File: config.mk
export PLATFORM = sky130hd
export DESIGN_NAME = servo_target_update_scanner_unit
export DESIGN_NICKNAME = d
export VERILOG_FILES = /design/src/hw/rtl/stu_pkg.sv /design/src/hw/rtl/servo_target_update_scanner_unit.sv /design/src/hw/rtl/stu_front.sv /design/src/hw/rtl/stu_queue.sv /design/src/hw/rtl/stu_back.sv
export SDC_FILE = /design/constraint.sdc
export NUM_CORES = 2
export LEC_CHECK = 0
export ABC_CLOCK_PERIOD_IN_PS = 10250
export BUFFER_PORTS_ARGS = -buffer_cell sky130_fd_sc_hd__buf_2
export CORE_MARGIN = 2
export CORE_UTILIZATION = 56
export CTS_CLUSTER_SIZE = 20
export DETAILED_ROUTE_END_ITERATION = 8
export MAX_ROUTING_LAYER = met4
export PLACE_DENSITY = 0.72
export SKIP_CTS_REPAIR_TIMING = 1
export SLEW_MARGIN = 5
export SYNTH_ARGS = -nofsm -noshare
export SYNTH_HDL_FRONTEND = slang
export SYNTH_SLANG_ARGS = --single-unit
File: constraint.sdc
create_clock -name clock -period 10.25 [get_ports clock]
set_input_delay 0 -clock clock [delete_from_list [all_inputs] [get_ports clock]]
set_output_delay 0 -clock clock [all_outputs]
set_load 0.005 [all_outputs]
File: src/hw/rtl/stu_pkg.sv
`timescale 1ns / 1ps
`default_nettype none
// ---------------------------------------------------------------------------
// stu_pkg: shared constants and types for the servo target update scanner
// Servo table geometry, field widths, opcodes and the command record that
// travels from the front end through the command queue to the back end.
// ---------------------------------------------------------------------------
package stu_pkg;

   // servo array geometry
   localparam int LEGS            = 6;
   localparam int JOINTS          = 3;
   localparam int NSERVO          = LEGS * JOINTS;
   localparam int SIDX_W          = (NSERVO > 1) ? $clog2(NSERVO) : 1;
   localparam int SCNT_W          = $clog2(NSERVO + 1);
   localparam int MIRROR_FROM_LEG = 3;
   localparam int MIRROR_IDX      = MIRROR_FROM_LEG * JOINTS;

   // field widths
   localparam int LEG_W      = 3;
   localparam int JOINT_W    = 2;
   localparam int ANGLE_W    = 10;
   localparam int DUR_W      = 15;
   localparam int ID_W       = 5;
   localparam int POS_W      = 10;
   localparam int SPEED_W    = 10;
   localparam int CENTER_W   = 10;
   localparam int SCALE_W    = 16;
   localparam int MAG_W      = 10;
   localparam int PROD_W     = SCALE_W + MAG_W;
   localparam int SUM_W      = POS_W + 2;
   localparam int DIV_STEPS  = SPEED_W;
   localparam int DCNT_W     = $clog2(DIV_STEPS + 1);

   localparam int REQ_TDATA_W = 32;
   localparam int RSP_TDATA_W = 32;
   localparam int CSR_IDX_W   = 1;
   localparam int CSR_DATA_W  = 16;

   // command queue
   localparam int QDEPTH = 2;
   localparam int QPTR_W = (QDEPTH > 1) ? $clog2(QDEPTH) : 1;
   localparam int QCNT_W = $clog2(QDEPTH + 1);

   // opcodes and register indexes
   localparam logic OP_SET  = 1'b0;
   localparam logic OP_TICK = 1'b1;
   localparam logic [CSR_IDX_W-1:0] REG_CENTER = 1'b0;
   localparam logic [CSR_IDX_W-1:0] REG_SCALE  = 1'b1;

   localparam logic [CENTER_W-1:0] CENTER_RESET = 10'd512;
   localparam logic [SCALE_W-1:0]  SCALE_RESET  = 16'd1;
   localparam logic [POS_W-1:0]    POS_MAX      = 10'd1023;
   localparam logic [SPEED_W-1:0]  SPEED_MAX    = 10'd1023;
   localparam logic [SPEED_W-1:0]  SPEED_MIN    = 10'd1;

   typedef struct packed {
      logic                      tick;
      logic                      in_range;
      logic [SIDX_W-1:0]         idx;
      logic signed [ANGLE_W-1:0] angle;
      logic [DUR_W-1:0]          duration;
   } stu_cmd_type;

endpackage
`default_nettype wire

File: src/hw/rtl/servo_target_update_scanner_unit.sv
`timescale 1ns / 1ps
`default_nettype none
// With the engine idle, a set-target transfer is written into the command queue, then popped into the tables.
// Update tick: the queue pop starts the scan, which steps past each unchanged servo; each changed
// servo is scanned, run through the serial divider steps and emitted. A saturating speed ends
// the divider early. A full 18-servo tick is lengthened by the divider and by result-side stalls.
// Input is taken while the 2-entry command queue has room.
// Reset (synchronous): all tables zero, center_offset 512, speed_scale 1.
// ---------------------------------------------------------------------------
// servo_target_update_scanner_unit: servo target store and update scanner
// Stores per-servo targets, and on each update tick emits position and speed
// commands for every servo whose target moved since it was last sent.
// ---------------------------------------------------------------------------
module servo_target_update_scanner_unit
   import stu_pkg::*;
(
   input  wire logic                   clock,
   input  wire logic                   reset,
   // request stream
   input  wire logic                   req_tvalid,
   output logic                        req_tready,
   input  wire logic [REQ_TDATA_W-1:0] req_tdata,  // leg[2:0], joint[4:3], angle[14:5],
                                                   // duration[29:15]
   input  wire logic                   req_tuser,  // operation: 0 set target, 1 tick
   // result stream
   output logic                        rsp_tvalid,
   input  wire logic                   rsp_tready,
   output logic [RSP_TDATA_W-1:0]      rsp_tdata,  // motor_id[4:0], position[14:5],
                                                   // speed[24:15]
   output logic                        rsp_tlast,  // last result of a scan
   // register writes
   input  wire logic                   csr_we,
   input  wire logic [CSR_IDX_W-1:0]   csr_index,
   input  wire logic [CSR_DATA_W-1:0]  csr_wdata
);

   stu_cmd_type          push_cmd;
   stu_cmd_type          pop_cmd;
   logic                 q_push;
   logic                 q_pop;
   logic                 q_full;
   logic                 q_empty;

   logic [CENTER_W-1:0]  center_ff, center_in;
   logic [SCALE_W-1:0]   scale_ff, scale_in;

   // configuration registers; written by the user only while the block is idle, which it does not enforce
   always_comb begin
      center_in = center_ff;
      scale_in  = scale_ff;
      if (csr_we) begin
         case (csr_index)
            REG_CENTER: center_in = csr_wdata[CENTER_W-1:0];
            REG_SCALE:  scale_in  = csr_wdata[SCALE_W-1:0];
            default: begin
               center_in = center_ff;
               scale_in  = scale_ff;
            end
         endcase
      end
   end

   always_ff @(posedge clock) begin
      if (reset) begin
         center_ff <= CENTER_RESET;
         scale_ff  <= SCALE_RESET;
      end else begin
         center_ff <= center_in;
         scale_ff  <= scale_in;
      end
   end

   // front end: decode each request transfer into a queued command
   stu_front u_front (
      .req_tvalid (req_tvalid),
      .req_tready (req_tready),
      .req_tdata  (req_tdata),
      .req_tuser  (req_tuser),
      .q_full     (q_full),
      .q_push     (q_push),
      .q_cmd      (push_cmd)
   );

   // decoupling queue between intake and the scan engine
   stu_queue u_queue (
      .clock   (clock),
      .reset   (reset),
      .push    (q_push),
      .cmd_in  (push_cmd),
      .full    (q_full),
      .pop     (q_pop),
      .empty   (q_empty),
      .cmd_out (pop_cmd)
   );

   // back end: tables, scan, divider and output register
   stu_back u_back (
      .clock      (clock),
      .reset      (reset),
      .q_empty    (q_empty),
      .q_cmd      (pop_cmd),
      .q_pop      (q_pop),
      .center     (center_ff),
      .scale      (scale_ff),
      .rsp_tvalid (rsp_tvalid),
      .rsp_tready (rsp_tready),
      .rsp_tdata  (rsp_tdata),
      .rsp_tlast  (rsp_tlast)
   );

endmodule
`default_nettype wire

File: src/hw/rtl/stu_front.sv
`timescale 1ns / 1ps
`default_nettype none
// ---------------------------------------------------------------------------
// stu_front: request intake and classification
// Unpacks a request transfer, checks the servo address and queues a command.
// ---------------------------------------------------------------------------
module stu_front
   import stu_pkg::*;
(
   input  wire logic                   req_tvalid,
   output logic                        req_tready,
   input  wire logic [REQ_TDATA_W-1:0] req_tdata,  // leg, joint, angle, duration
   input  wire logic                   req_tuser,  // operation
   input  wire logic                   q_full,
   output logic                        q_push,
   output stu_cmd_type                 q_cmd
);

   logic [LEG_W-1:0]   leg;
   logic [JOINT_W-1:0] joint;

   always_comb begin
      leg              = req_tdata[LEG_W-1:0];
      joint            = req_tdata[LEG_W+JOINT_W-1:LEG_W];
      q_cmd.tick       = (req_tuser == OP_TICK);
      q_cmd.in_range   = (32'(leg) < LEGS) && (32'(joint) < JOINTS);
      q_cmd.idx        = SIDX_W'(32'(leg) * JOINTS + 32'(joint));
      q_cmd.angle      = req_tdata[LEG_W+JOINT_W+ANGLE_W-1:LEG_W+JOINT_W];
      q_cmd.duration   = req_tdata[LEG_W+JOINT_W+ANGLE_W+DUR_W-1:LEG_W+JOINT_W+ANGLE_W];
      req_tready       = !q_full;
      q_push           = req_tvalid && !q_full;
   end

endmodule
`default_nettype wire

File: src/hw/rtl/stu_queue.sv
`timescale 1ns / 1ps
`default_nettype none
// ---------------------------------------------------------------------------
// stu_queue: command queue
// Short FIFO decoupling request intake from the scan engine.
// ---------------------------------------------------------------------------
module stu_queue
   import stu_pkg::*;
(
   input  wire logic        clock,
   input  wire logic        reset,
   input  wire logic        push,
   input  stu_cmd_type      cmd_in,
   output logic             full,
   input  wire logic        pop,
   output logic             empty,
   output stu_cmd_type      cmd_out
);

   stu_cmd_type          mem_ff [QDEPTH];
   logic [QPTR_W-1:0]    wr_ptr_ff, wr_ptr_in;
   logic [QPTR_W-1:0]    rd_ptr_ff, rd_ptr_in;
   logic [QCNT_W-1:0]    count_ff, count_in;

   always_comb begin
      full      = (32'(count_ff) == QDEPTH);
      empty     = (count_ff == '0);
      cmd_out   = mem_ff[rd_ptr_ff];
      wr_ptr_in = wr_ptr_ff;
      rd_ptr_in = rd_ptr_ff;
      count_in  = count_ff;
      if (push) begin
         wr_ptr_in = (32'(wr_ptr_ff) == QDEPTH - 1) ? '0 : wr_ptr_ff + 1'b1;
      end
      if (pop) begin
         rd_ptr_in = (32'(rd_ptr_ff) == QDEPTH - 1) ? '0 : rd_ptr_ff + 1'b1;
      end
      if (push && !pop) begin
         count_in = count_ff + 1'b1;
      end else if (pop && !push) begin
         count_in = count_ff - 1'b1;
      end
   end

   always_ff @(posedge clock) begin
      if (reset) begin
         wr_ptr_ff <= '0;
         rd_ptr_ff <= '0;
         count_ff  <= '0;
      end else begin
         wr_ptr_ff <= wr_ptr_in;
         rd_ptr_ff <= rd_ptr_in;
         count_ff  <= count_in;
      end
   end

   always_ff @(posedge clock) begin
      if (push) begin
         mem_ff[wr_ptr_ff] <= cmd_in;
      end
   end

endmodule
`default_nettype wire

File: src/hw/rtl/stu_back.sv
`timescale 1ns / 1ps
`default_nettype none
// ---------------------------------------------------------------------------
// stu_back: servo tables and update scan engine
// Holds target, duration and sent angle per servo, walks the table on a tick
// and produces one command per changed servo through a serial divider.
// ---------------------------------------------------------------------------
module stu_back
   import stu_pkg::*;
(
   input  wire logic                   clock,
   input  wire logic                   reset,
   input  wire logic                   q_empty,
   input  stu_cmd_type                 q_cmd,
   output logic                        q_pop,
   input  wire logic [CENTER_W-1:0]    center,
   input  wire logic [SCALE_W-1:0]     scale,
   output logic                        rsp_tvalid,
   input  wire logic                   rsp_tready,
   output logic [RSP_TDATA_W-1:0]      rsp_tdata,  // motor_id, position, speed
   output logic                        rsp_tlast   // last
);

   localparam logic [1:0] S_IDLE = 2'd0;
   localparam logic [1:0] S_SCAN = 2'd1;
   localparam logic [1:0] S_DIV  = 2'd2;
   localparam logic [1:0] S_EMIT = 2'd3;

   logic signed [ANGLE_W-1:0] tgt_ff  [NSERVO];
   logic [DUR_W-1:0]          dur_ff  [NSERVO];
   logic signed [ANGLE_W-1:0] sent_ff [NSERVO];

   logic [1:0]           state_ff, state_in;
   logic [SCNT_W-1:0]    idx_ff, idx_in;
   logic [LEG_W-1:0]     leg_ff, leg_in;
   logic [JOINT_W-1:0]   joint_ff, joint_in;
   logic [PROD_W-1:0]    rem_ff, rem_in;
   logic [PROD_W-1:0]    dvs_ff, dvs_in;
   logic [SPEED_W-1:0]   quo_ff, quo_in;
   logic [DCNT_W-1:0]    cnt_ff, cnt_in;
   logic [POS_W-1:0]     pos_ff, pos_in;
   logic                 last_ff, last_in;
   logic                 rsp_valid_ff, rsp_valid_in;
   logic [ID_W-1:0]      rsp_id_ff, rsp_id_in;
   logic [POS_W-1:0]     rsp_pos_ff, rsp_pos_in;
   logic [SPEED_W-1:0]   rsp_speed_ff, rsp_speed_in;
   logic                 rsp_last_ff, rsp_last_in;

   logic                      set_wr;
   logic                      sent_wr;
   logic [SIDX_W-1:0]         rd_idx;
   logic signed [ANGLE_W-1:0] cur_tgt;
   logic signed [ANGLE_W-1:0] cur_sent;
   logic [DUR_W-1:0]          cur_dur;
   logic signed [ANGLE_W:0]   diff;
   logic signed [ANGLE_W:0]   diff_abs;
   logic [MAG_W-1:0]          mag;
   logic signed [SUM_W-1:0]   tgt_ext;
   logic signed [SUM_W-1:0]   pos_sum;
   logic [POS_W-1:0]          pos_sat;
   logic [NSERVO-1:0]         changed;
   logic                      later_any;
   logic                      slot_free;
   logic                      ge;

   always_comb begin
      rd_idx   = idx_ff[SIDX_W-1:0];
      cur_tgt  = tgt_ff[rd_idx];
      cur_sent = sent_ff[rd_idx];
      cur_dur  = dur_ff[rd_idx];

      diff     = {cur_sent[ANGLE_W-1], cur_sent} - {cur_tgt[ANGLE_W-1], cur_tgt};
      diff_abs = diff[ANGLE_W] ? -diff : diff;
      mag      = diff_abs[MAG_W-1:0];

      // legs on the far side are mounted mirrored
      tgt_ext = SUM_W'(cur_tgt);
      if (32'(idx_ff) >= MIRROR_IDX) begin
         pos_sum = $signed({2'b00, center}) - tgt_ext;
      end else begin
         pos_sum = $signed({2'b00, center}) + tgt_ext;
      end
      if (pos_sum < 0) begin
         pos_sat = '0;
      end else if (pos_sum > $signed(SUM_W'(POS_MAX))) begin
         pos_sat = POS_MAX;
      end else begin
         pos_sat = pos_sum[POS_W-1:0];
      end

      // changed flags and whether a changed servo follows the current one
      later_any = 1'b0;
      for (int i = 0; i < NSERVO; i++) begin
         changed[i] = (tgt_ff[i] != sent_ff[i]);
         if (changed[i] && (i > 32'(idx_ff))) begin
            later_any = 1'b1;
         end
      end

      ge        = (rem_ff >= dvs_ff);
      slot_free = !rsp_valid_ff || rsp_tready;
   end

   always_comb begin
      state_in     = state_ff;
      idx_in       = idx_ff;
      leg_in       = leg_ff;
      joint_in     = joint_ff;
      rem_in       = rem_ff;
      dvs_in       = dvs_ff;
      quo_in       = quo_ff;
      cnt_in       = cnt_ff;
      pos_in       = pos_ff;
      last_in      = last_ff;
      rsp_valid_in = rsp_valid_ff && !rsp_tready;
      rsp_id_in    = rsp_id_ff;
      rsp_pos_in   = rsp_pos_ff;
      rsp_speed_in = rsp_speed_ff;
      rsp_last_in  = rsp_last_ff;
      q_pop        = 1'b0;
      set_wr       = 1'b0;
      sent_wr      = 1'b0;

      case (state_ff)
         S_IDLE: begin
            if (!q_empty) begin
               q_pop = 1'b1;
               if (q_cmd.tick) begin
                  idx_in   = '0;
                  leg_in   = '0;
                  joint_in = '0;
                  state_in = S_SCAN;
               end else begin
                  set_wr = q_cmd.in_range;
               end
            end
         end
         S_SCAN: begin
            if (32'(idx_ff) == NSERVO) begin
               state_in = S_IDLE;
            end else if (changed[rd_idx]) begin
               rem_in   = PROD_W'(scale) * PROD_W'(mag);
               dvs_in   = PROD_W'(cur_dur) << DIV_STEPS;
               cnt_in   = DCNT_W'(DIV_STEPS);
               quo_in   = '0;
               pos_in   = pos_sat;
               last_in  = !later_any;
               state_in = S_DIV;
            end else begin
               idx_in = idx_ff + 1'b1;
               if (32'(joint_ff) == JOINTS - 1) begin
                  joint_in = '0;
                  leg_in   = leg_ff + 1'b1;
               end else begin
                  joint_in = joint_ff + 1'b1;
               end
            end
         end
         S_DIV: begin
            dvs_in = dvs_ff >> 1;
            if (32'(cnt_ff) == DIV_STEPS) begin
               // quotient overflow check; zero duration gives dvs 0 and lands here
               if (ge) begin
                  quo_in   = SPEED_MAX;
                  state_in = S_EMIT;
               end else begin
                  cnt_in = cnt_ff - 1'b1;
               end
            end else begin
               if (ge) begin
                  rem_in = rem_ff - dvs_ff;
               end
               quo_in = {quo_ff[SPEED_W-2:0], ge};
               if (cnt_ff == '0) begin
                  state_in = S_EMIT;
               end else begin
                  cnt_in = cnt_ff - 1'b1;
               end
            end
         end
         S_EMIT: begin
            if (slot_free) begin
               rsp_valid_in = 1'b1;
               rsp_id_in    = {leg_ff, joint_ff};
               rsp_pos_in   = pos_ff;
               rsp_speed_in = (quo_ff == '0) ? SPEED_MIN : quo_ff;
               rsp_last_in  = last_ff;
               sent_wr      = 1'b1;
               idx_in       = idx_ff + 1'b1;
               if (32'(joint_ff) == JOINTS - 1) begin
                  joint_in = '0;
                  leg_in   = leg_ff + 1'b1;
               end else begin
                  joint_in = joint_ff + 1'b1;
               end
               state_in = S_SCAN;
            end
         end
         default: begin
            state_in = S_IDLE;
         end
      endcase

      rsp_tvalid = rsp_valid_ff;
      rsp_tdata  = {(RSP_TDATA_W - ID_W - POS_W - SPEED_W)'(0), rsp_speed_ff, rsp_pos_ff,
                    rsp_id_ff};
      rsp_tlast  = rsp_last_ff;
   end

   always_ff @(posedge clock) begin
      if (reset) begin
         state_ff     <= S_IDLE;
         idx_ff       <= '0;
         leg_ff       <= '0;
         joint_ff     <= '0;
         cnt_ff       <= '0;
         rsp_valid_ff <= 1'b0;
      end else begin
         state_ff     <= state_in;
         idx_ff       <= idx_in;
         leg_ff       <= leg_in;
         joint_ff     <= joint_in;
         cnt_ff       <= cnt_in;
         rsp_valid_ff <= rsp_valid_in;
      end
   end

   always_ff @(posedge clock) begin
      rem_ff       <= rem_in;
      dvs_ff       <= dvs_in;
      quo_ff       <= quo_in;
      pos_ff       <= pos_in;
      last_ff      <= last_in;
      rsp_id_ff    <= rsp_id_in;
      rsp_pos_ff   <= rsp_pos_in;
      rsp_speed_ff <= rsp_speed_in;
      rsp_last_ff  <= rsp_last_in;
   end

   // servo tables, cleared by reset
   always_ff @(posedge clock) begin
      if (reset) begin
         for (int i = 0; i < NSERVO; i++) begin
            tgt_ff[i]  <= '0;
            dur_ff[i]  <= '0;
            sent_ff[i] <= '0;
         end
      end else begin
         if (set_wr) begin
            tgt_ff[q_cmd.idx] <= q_cmd.angle;
            dur_ff[q_cmd.idx] <= q_cmd.duration;
         end
         if (sent_wr) begin
            sent_ff[rd_idx] <= cur_tgt;
         end
      end
   end

   a_div_count: assert property (@(posedge clock) disable iff (reset)
      (state_ff == S_DIV) |-> (32'(cnt_ff) <= DIV_STEPS))
      else $error("divider step count out of range");

   a_speed_nonzero: assert property (@(posedge clock) disable iff (reset)
      rsp_valid_ff |-> (rsp_speed_ff != '0))
      else $error("speed of zero presented");

   a_rsp_from_emit: assert property (@(posedge clock) disable iff (reset)
      $rose(rsp_valid_ff) |-> ($past(state_ff) == S_EMIT))
      else $error("result appeared outside of emit");

   a_scan_index: assert property (@(posedge clock) disable iff (reset)
      (state_ff == S_SCAN) |-> (32'(idx_ff) <= NSERVO))
      else $error("scan index past table end");

endmodule
`default_nettype wire
# Yosys cells after proc, flatten, opt, wreduce, memory -nomap -nowiden
# Memories as Yosys holds them, arrays and structs flattened. A register that Yosys moved wholly into a read port is not among the register bits.
# Index checks and enable logic that the tools add are counted.
[classes]
add_sub_neg = 14
mul = 2
div = 0
n_lt_le_gt_ge = 24
eq_ne = 38
shifts = 0
mux = 110
bitwise = 2
n_reduce_logical = 49
[op_table]
columns = ["op", "count"]
rows = [
  ["$ne A10 B10 Y1", 18],
  ["$mux W26", 6],
  ["$pmux W26 S2", 2],
  ["$mux W10", 8],
  ["$mux W5", 14],
  ["$mux W1", 44],
  ["$gt A4 B5 Y1 const A", 8],
  ["$mux W2", 16],
  ["$ge A26 B26 Y1", 1],
  ["$mul A16 B10 Y26", 1],
  ["$sub A26 B26 Y26", 1],
  ["$logic_and A1 B1 Y1", 22],
  ["$gt A3 B5 Y1 const A", 4],
  ["$mux W4", 5],
  ["$pmux W10 S2", 1],
  ["$reduce_or A10 Y1", 2],
  ["$mux W3", 6],
  ["$mux W15", 1],
  ["$pmux W5 S3", 1],
  ["$reduce_or A15 Y1", 1],
  ["$add A11 B10 Y12", 1],
  ["$gt A12 B11 Y1 const B", 1],
  ["$lt A12 B1 Y1 const B", 1],
  ["$mux W12", 1],
  ["other kinds (45)", 73],
]
[word_totals]
ff_bits = 146
latch_bits = 0
ram_bits = 694
rom_bits = 0
in_bits = 55
output_inout_bits = 35
word_cells = 263
mem_count = 4
[memory_table]
columns = ["memory", "words", "word_bits", "read_ports", "rd_clocked_by_memory_dff", "write_ports", "line_no", "text"]
rows = [
  ["u_back.dur_ff", 18, 15, 1, 1, 18, "stu_back.sv:30", "logic [DUR_W-1:0] dur_ff [NSERVO];"],
  ["u_back.sent_ff", 18, 10, 19, 1, 18, "stu_back.sv:31", "logic signed [ANGLE_W-1:0] sent_ff [NSERVO];"],
  ["u_back.tgt_ff", 18, 10, 19, 1, 18, "stu_back.sv:29", "logic signed [ANGLE_W-1:0] tgt_ff [NSERVO];"],
  ["u_queue.mem_ff", 2, 32, 1, 1, 1, "stu_queue.sv:20", "stu_cmd_type mem_ff [QDEPTH];"],
]

# Logic depth before layout (Yosys ltp)
# An unclocked memory read counts as a cell.
[depth]
ltp_word = 21
depth_mapped = 42
depth_no_buf = 37

# By module
# From an unflattened synthesis, not the netlist that was laid out.
[unflattened]
hier_cells = 4436
area_unflattened_um2 = 65033.6
[modules_own_cells]
columns = ["mod", "n_inst", "cells_each", "area_per_inst_um2", "seq_area_each_um2"]
rows = [
  ["stu_back", 1, 4158, 60987.2, 37015.5],
  ["stu_queue", 1, 122, 2517.4, 2021.9],
  ["servo_target_update_scanner_unit", 1, 109, 1158.6, 520.5],
  ["stu_front", 1, 47, 370.4, 0.0],
]

# Worst setup path before layout
# OpenSTA, ideal clock, no wires.
[synth_path]
path_kind = "reg-to-reg"
from = "register (tool-made name)"
to = "register u_back.rem_ff[25], data pin"
setup_ns = 0.268
arrival_time_ns = 10.022
t_required_ns = 9.982
path_slack_ns = -0.041
path_stages_with_launch = 40
n_path_buf = 6
synth_period_minus_slack_ns = 10.291
cell_sequence = "dfxtp_1 buf_6 buf_6 buf_6 clkbuf_1 buf_1 mux4_2 mux4_2 mux2_2 ha_1 nor2b_1 o21ai_1 nor3b_1 nor2_1 or3_1 or3_1 or4b_1 nand3_1 [... 4 more ...] fa_1 inv_1 fa_1 fa_1 inv_1 fa_1 inv_1 ha_1 a21o_1 a31oi_1 o21ai_1 a311oi_1 o21ai_1 a2111oi_0 o21bai_1 a21oi_1 xnor2_1 mux2i_1"
[synth_rtl]
columns = ["element", "line_no", "text"]
rows = [
  ["end signal: assignment", "stu_back.sv:229", "rem_ff <= rem_in;"],
  ["end: declaration", "stu_back.sv:37", "logic [PROD_W-1:0] rem_ff, rem_in;"],
]

==> metrics.md <==
| Metric | Value |
|---|---|
| Slowest stage delay, CP | `~0.55 ns` |
| Post-DP HPWL | `approximately 120000 µm` |
| Adder-Cell Fraction of Synth Area | `~6.0%` |
| Largest family of logic cells by synthesized area | `multiplexers` |
| Vias | `slightly below 40000` |
| Lkg Pwr | `~25 nW` |
| Nature of the critical path startpoint | `register` |
| CP arrival | `10.44 ns` |
| First-pass GRT wire length | `between 200000 and 300000 µm` |
| Number of synthesized flops with an enable pin | `1282` |
| Slew Limit Fails | `0` |
| Most frequently used flop master after synthesis | `edfxtp_1` |
| Detailed-route vias per instance | `6.28` |
| Number of synthesis warnings | `0` |
| Peak VDD IR | `216 µV` |
| Multi-input gate area | `about 23000 µm²` |
| Simple-gate area share of the yosys netlist | `a little under a tenth` |
| Tot Pwr | `around 16 mW` |
| Clock root cell | `clkbuf_16` |
| IO Count | `90` |
| Critical-path maximum fanout | `17` |
| Synth top cells by count | `1282 x edfxtp_1, 712 x nor2_1, 349 x mux4_2, 260 x nand2_1, 241 x clkbuf_1` |
| GP Congestion | `slightly below 1` |
| NumNets Final | `slightly below 5000` |
| GR Overflow Total | `0` |
| Mapped Cells | `about 4500` |
| Delay-heaviest family, CP | `adder cells` |
| Die height | `around 340 µm` |
| Core area | `114000 µm²` |
| Cell Int Power | `roughly 11 mW` |
| Drt total wl | `between 150000 and 200000 µm` |
| Initial antenna violation count | `3` |
| Antenna Nets Post-Route | `0` |
| Synthesis-stage register bit count | `between 1000 and 1500` |
| Crit. End Element | `register` |
| Post-synth cell types | `79` |
| Top-count cell post-synth | `edfxtp_1` |
| Synth Area in XOR/XNOR | `approximately 3.5%` |
| Measured slew at the worst slew-check pin | `1.38 ns` |
| Hold Crit Class | `input pin to register` |
| Clock skew | `0.0317 ns` |
| Full die area | `118000 µm²` |
| Flop pwr share | `a little over two fifths` |
| Placed cell area | `around 67000 µm²` |
| Sink Count | `roughly 1300` |
| Hold Fails Final Rpt | `0` |
| Number of global-route vias before repair | `between 30000 and 40000` |
| Ranking of synthesized cells by area | `edfxtp_1 60%, mux4_2 12%, nor2_1 4.1%, fa_1 3.6%, ha_1 2.5%` |
| CTS tree | `done` |
| Sequential cell area | `roughly 40000 µm²` |
| Layout Area Growth over Synthesis | `12.6%` |
| Yosys top cell area share | `59.6%` |
| Cell accounting for the most synthesized area | `edfxtp_1` |
| Gr usage total | `~31%` |
| Num CTS Buffers | `139` |
| Clock power frac | `a little under a third` |
| Drt first pass iters | `8` |
| Register area share after synthesis | `61.2%` |
| Sw frac | `30.5%` |
| PwrDens | `around 220 nW/µm²` |
| Switch Pwr | `around 4.8 mW` |
| Synthesized cell area | `between 60000 and 70000 µm²` |
| H-Tree Depth | `4` |
| Design area | `approximately 73000 µm²` |
| Fraction of layout cells with a size suffix above 1 | `between 10% and 20%` |
| Slew HR | `6.80%` |
| # setup viols final | `0` |
| Worst-path clk slew | `0.06 ns` |
| Post-Layout Cell Count | `about 6300` |
| Most frequent CP cell | `fa_1` |
| Final hold slack | `0.0387 ns` |
| Largest net degree at the start of global routing | `between 70 and 80` |
| Syn avg cell area | `around 14 µm²` |
| Compound-gate portion of the synthesized area | `between 3 and 4%` |
| Starting Density | `between 50% and 60%` |
| Slowest-stage cell, CP | `mux4_2` |
| Highest Clock Rate | `slightly above 100 MHz` |
| FP Rows | `124` |
| Critical path class | `register to register` |
| Multiplexer area fraction after synthesis | `13.4%` |
| DRT iter0 DRCs | `roughly 5000` |
| MaxCap Viol Count | `0` |
| Max Root-Sink Buffers | `3` |
| CP Buf/Inv Count | `7` |
| Die width | `344 µm` |
| PortBufs | `80` |
| Placed cells | `approximately 5900` |
| Comb pwr share | `a little over a quarter` |
| Clk_lat worst skew | `around 0.80 ns` |
| Fin crit period | `~9.9 ns` |
| Period utilization | `a little over nine tenths` |
| DRC viols | `0` |
| Status | `finished, final reports clean` |
| WP data required | `~11 ns` |
| Post-synth ARST share | `0%` |
| Drt wl/cell | `roughly 28 µm` |
| Fillers | `8176` |
[through the flow]
step                TNS [ns]  utilization (%)  setup slack, ns
finish                     0             63.6            0.307
global route         -0.0285             63.6          -0.0285
CTS                        0             62.7           0.0363
detailed placement         0             58.8           0.0863
global placement           0             58.8            0.200
floorplan                  0                -           0.0233
[worst reg2reg max path: cells and delay by family, from the launching register on]
family / cells / cell delay [ns]
buffers and inverters: 7 / 0.73
flip-flops: 1 / 0.40
multiplexers: 3 / 1.41
adder cells (fa/ha/maj): 7 / 3.07
AND/OR/NAND/NOR: 10 / 2.44
AO/OA/AOI/OAI: 8 / 1.37
XOR/XNOR: 2 / 0.22
[cells by family after synthesis]
family,after synthesis
AO/OA/AOI/OAI,332
XOR/XNOR,256
adder cells (fa/ha/maj),243
buffers and inverters,543
flip-flops,1335
multiplexers,420
other,1
AND/OR/NAND/NOR,1353
[power by group through the flow]
stage	sequential, mW	clock [mW]	combinational, mW
2_1_floorplan	6.64	0	2.84
3_3_place_gp	6.71	0	3.97
3_5_place_dp	6.72	0	4.01
4_1_cts	6.61	4.97	4.06
5_1_grt	6.65	5.16	4.56
6_report	6.62	4.92	4.14
[registers in the layout, summed over array words and instances (netlist names), 2 cells and up, named ones only]
name / count
u_back.cnt_ff: 4
u_queue.count_ff: 2
u_back.dur_ff: 480
u_queue.mem_ff: 64
u_back.rsp_id_ff: 5
u_back.rsp_pos_ff: 10
u_back.pos_ff: 10
u_back.dvs_ff: 25
u_back.leg_ff: 3
u_back.rem_ff: 26
u_back.state_ff: 2
u_back.joint_ff: 2
u_back.quo_ff: 10
u_back.idx_ff: 5
center_ff: 10
u_back.rsp_speed_ff: 10
scale_ff: 16
u_back.sent_ff: 320
u_back.tgt_ff: 320
[per-layer routing]
layer / vias to the layer above / part of all wire (%) / global-route usage (%)
li1: 16700 / - / -
met1: 20100 / 38 / 42.1
met2: 2387 / 47 / 46.1
met3: 328 / 12 / 6.79
met4: 0 / 3.5 / 10.9
met5: - / 0 / -
[cell usage in the layout (no fill, tap or decap), types with 115 or more instances in the layout]
| cell type | instances |
|---|---|
| inv_1 | 231 |
| clkbuf_16 | 143 |
| nor2_1 | 696 |
| mux4_2 | 349 |
| xor2_1 | 170 |
| fa_1 | 115 |
| nand2_1 | 260 |
| ha_1 | 126 |
| buf_4 | 149 |
| edfxtp_1 | 1282 |
[final timing paths]
| kind | startpoint | endpoint | slack, ns | cells past startpoint |
|---|---|---|---|---|
| worst max-delay path | register | u_back.rem_ff[23] | 0.31 | 37 |
| worst min-delay path | csr_wdata[3] | scale_ff[3] | 0.04 | 4 |
| worst max register to register | register | u_back.rem_ff[23] | 0.31 | 37 |
| worst min register to register | u_back.pos_ff[8] | u_back.rsp_pos_ff[8] | 0.42 | 0 |
[final cells by class]
cell class	instances	share of cell area [%]
Sequential cell	1335	54.4
Timing Repair Buffer	340	3.85
Clock buffer	181	5.09
Clock inverter	71	0.937
Antenna cell	5	0.0172
Tap cell	1512	2.60
Inverter	244	1.26
Multi-Input combinational cell	2611	31.8
(Power assumes the default switching activity.)
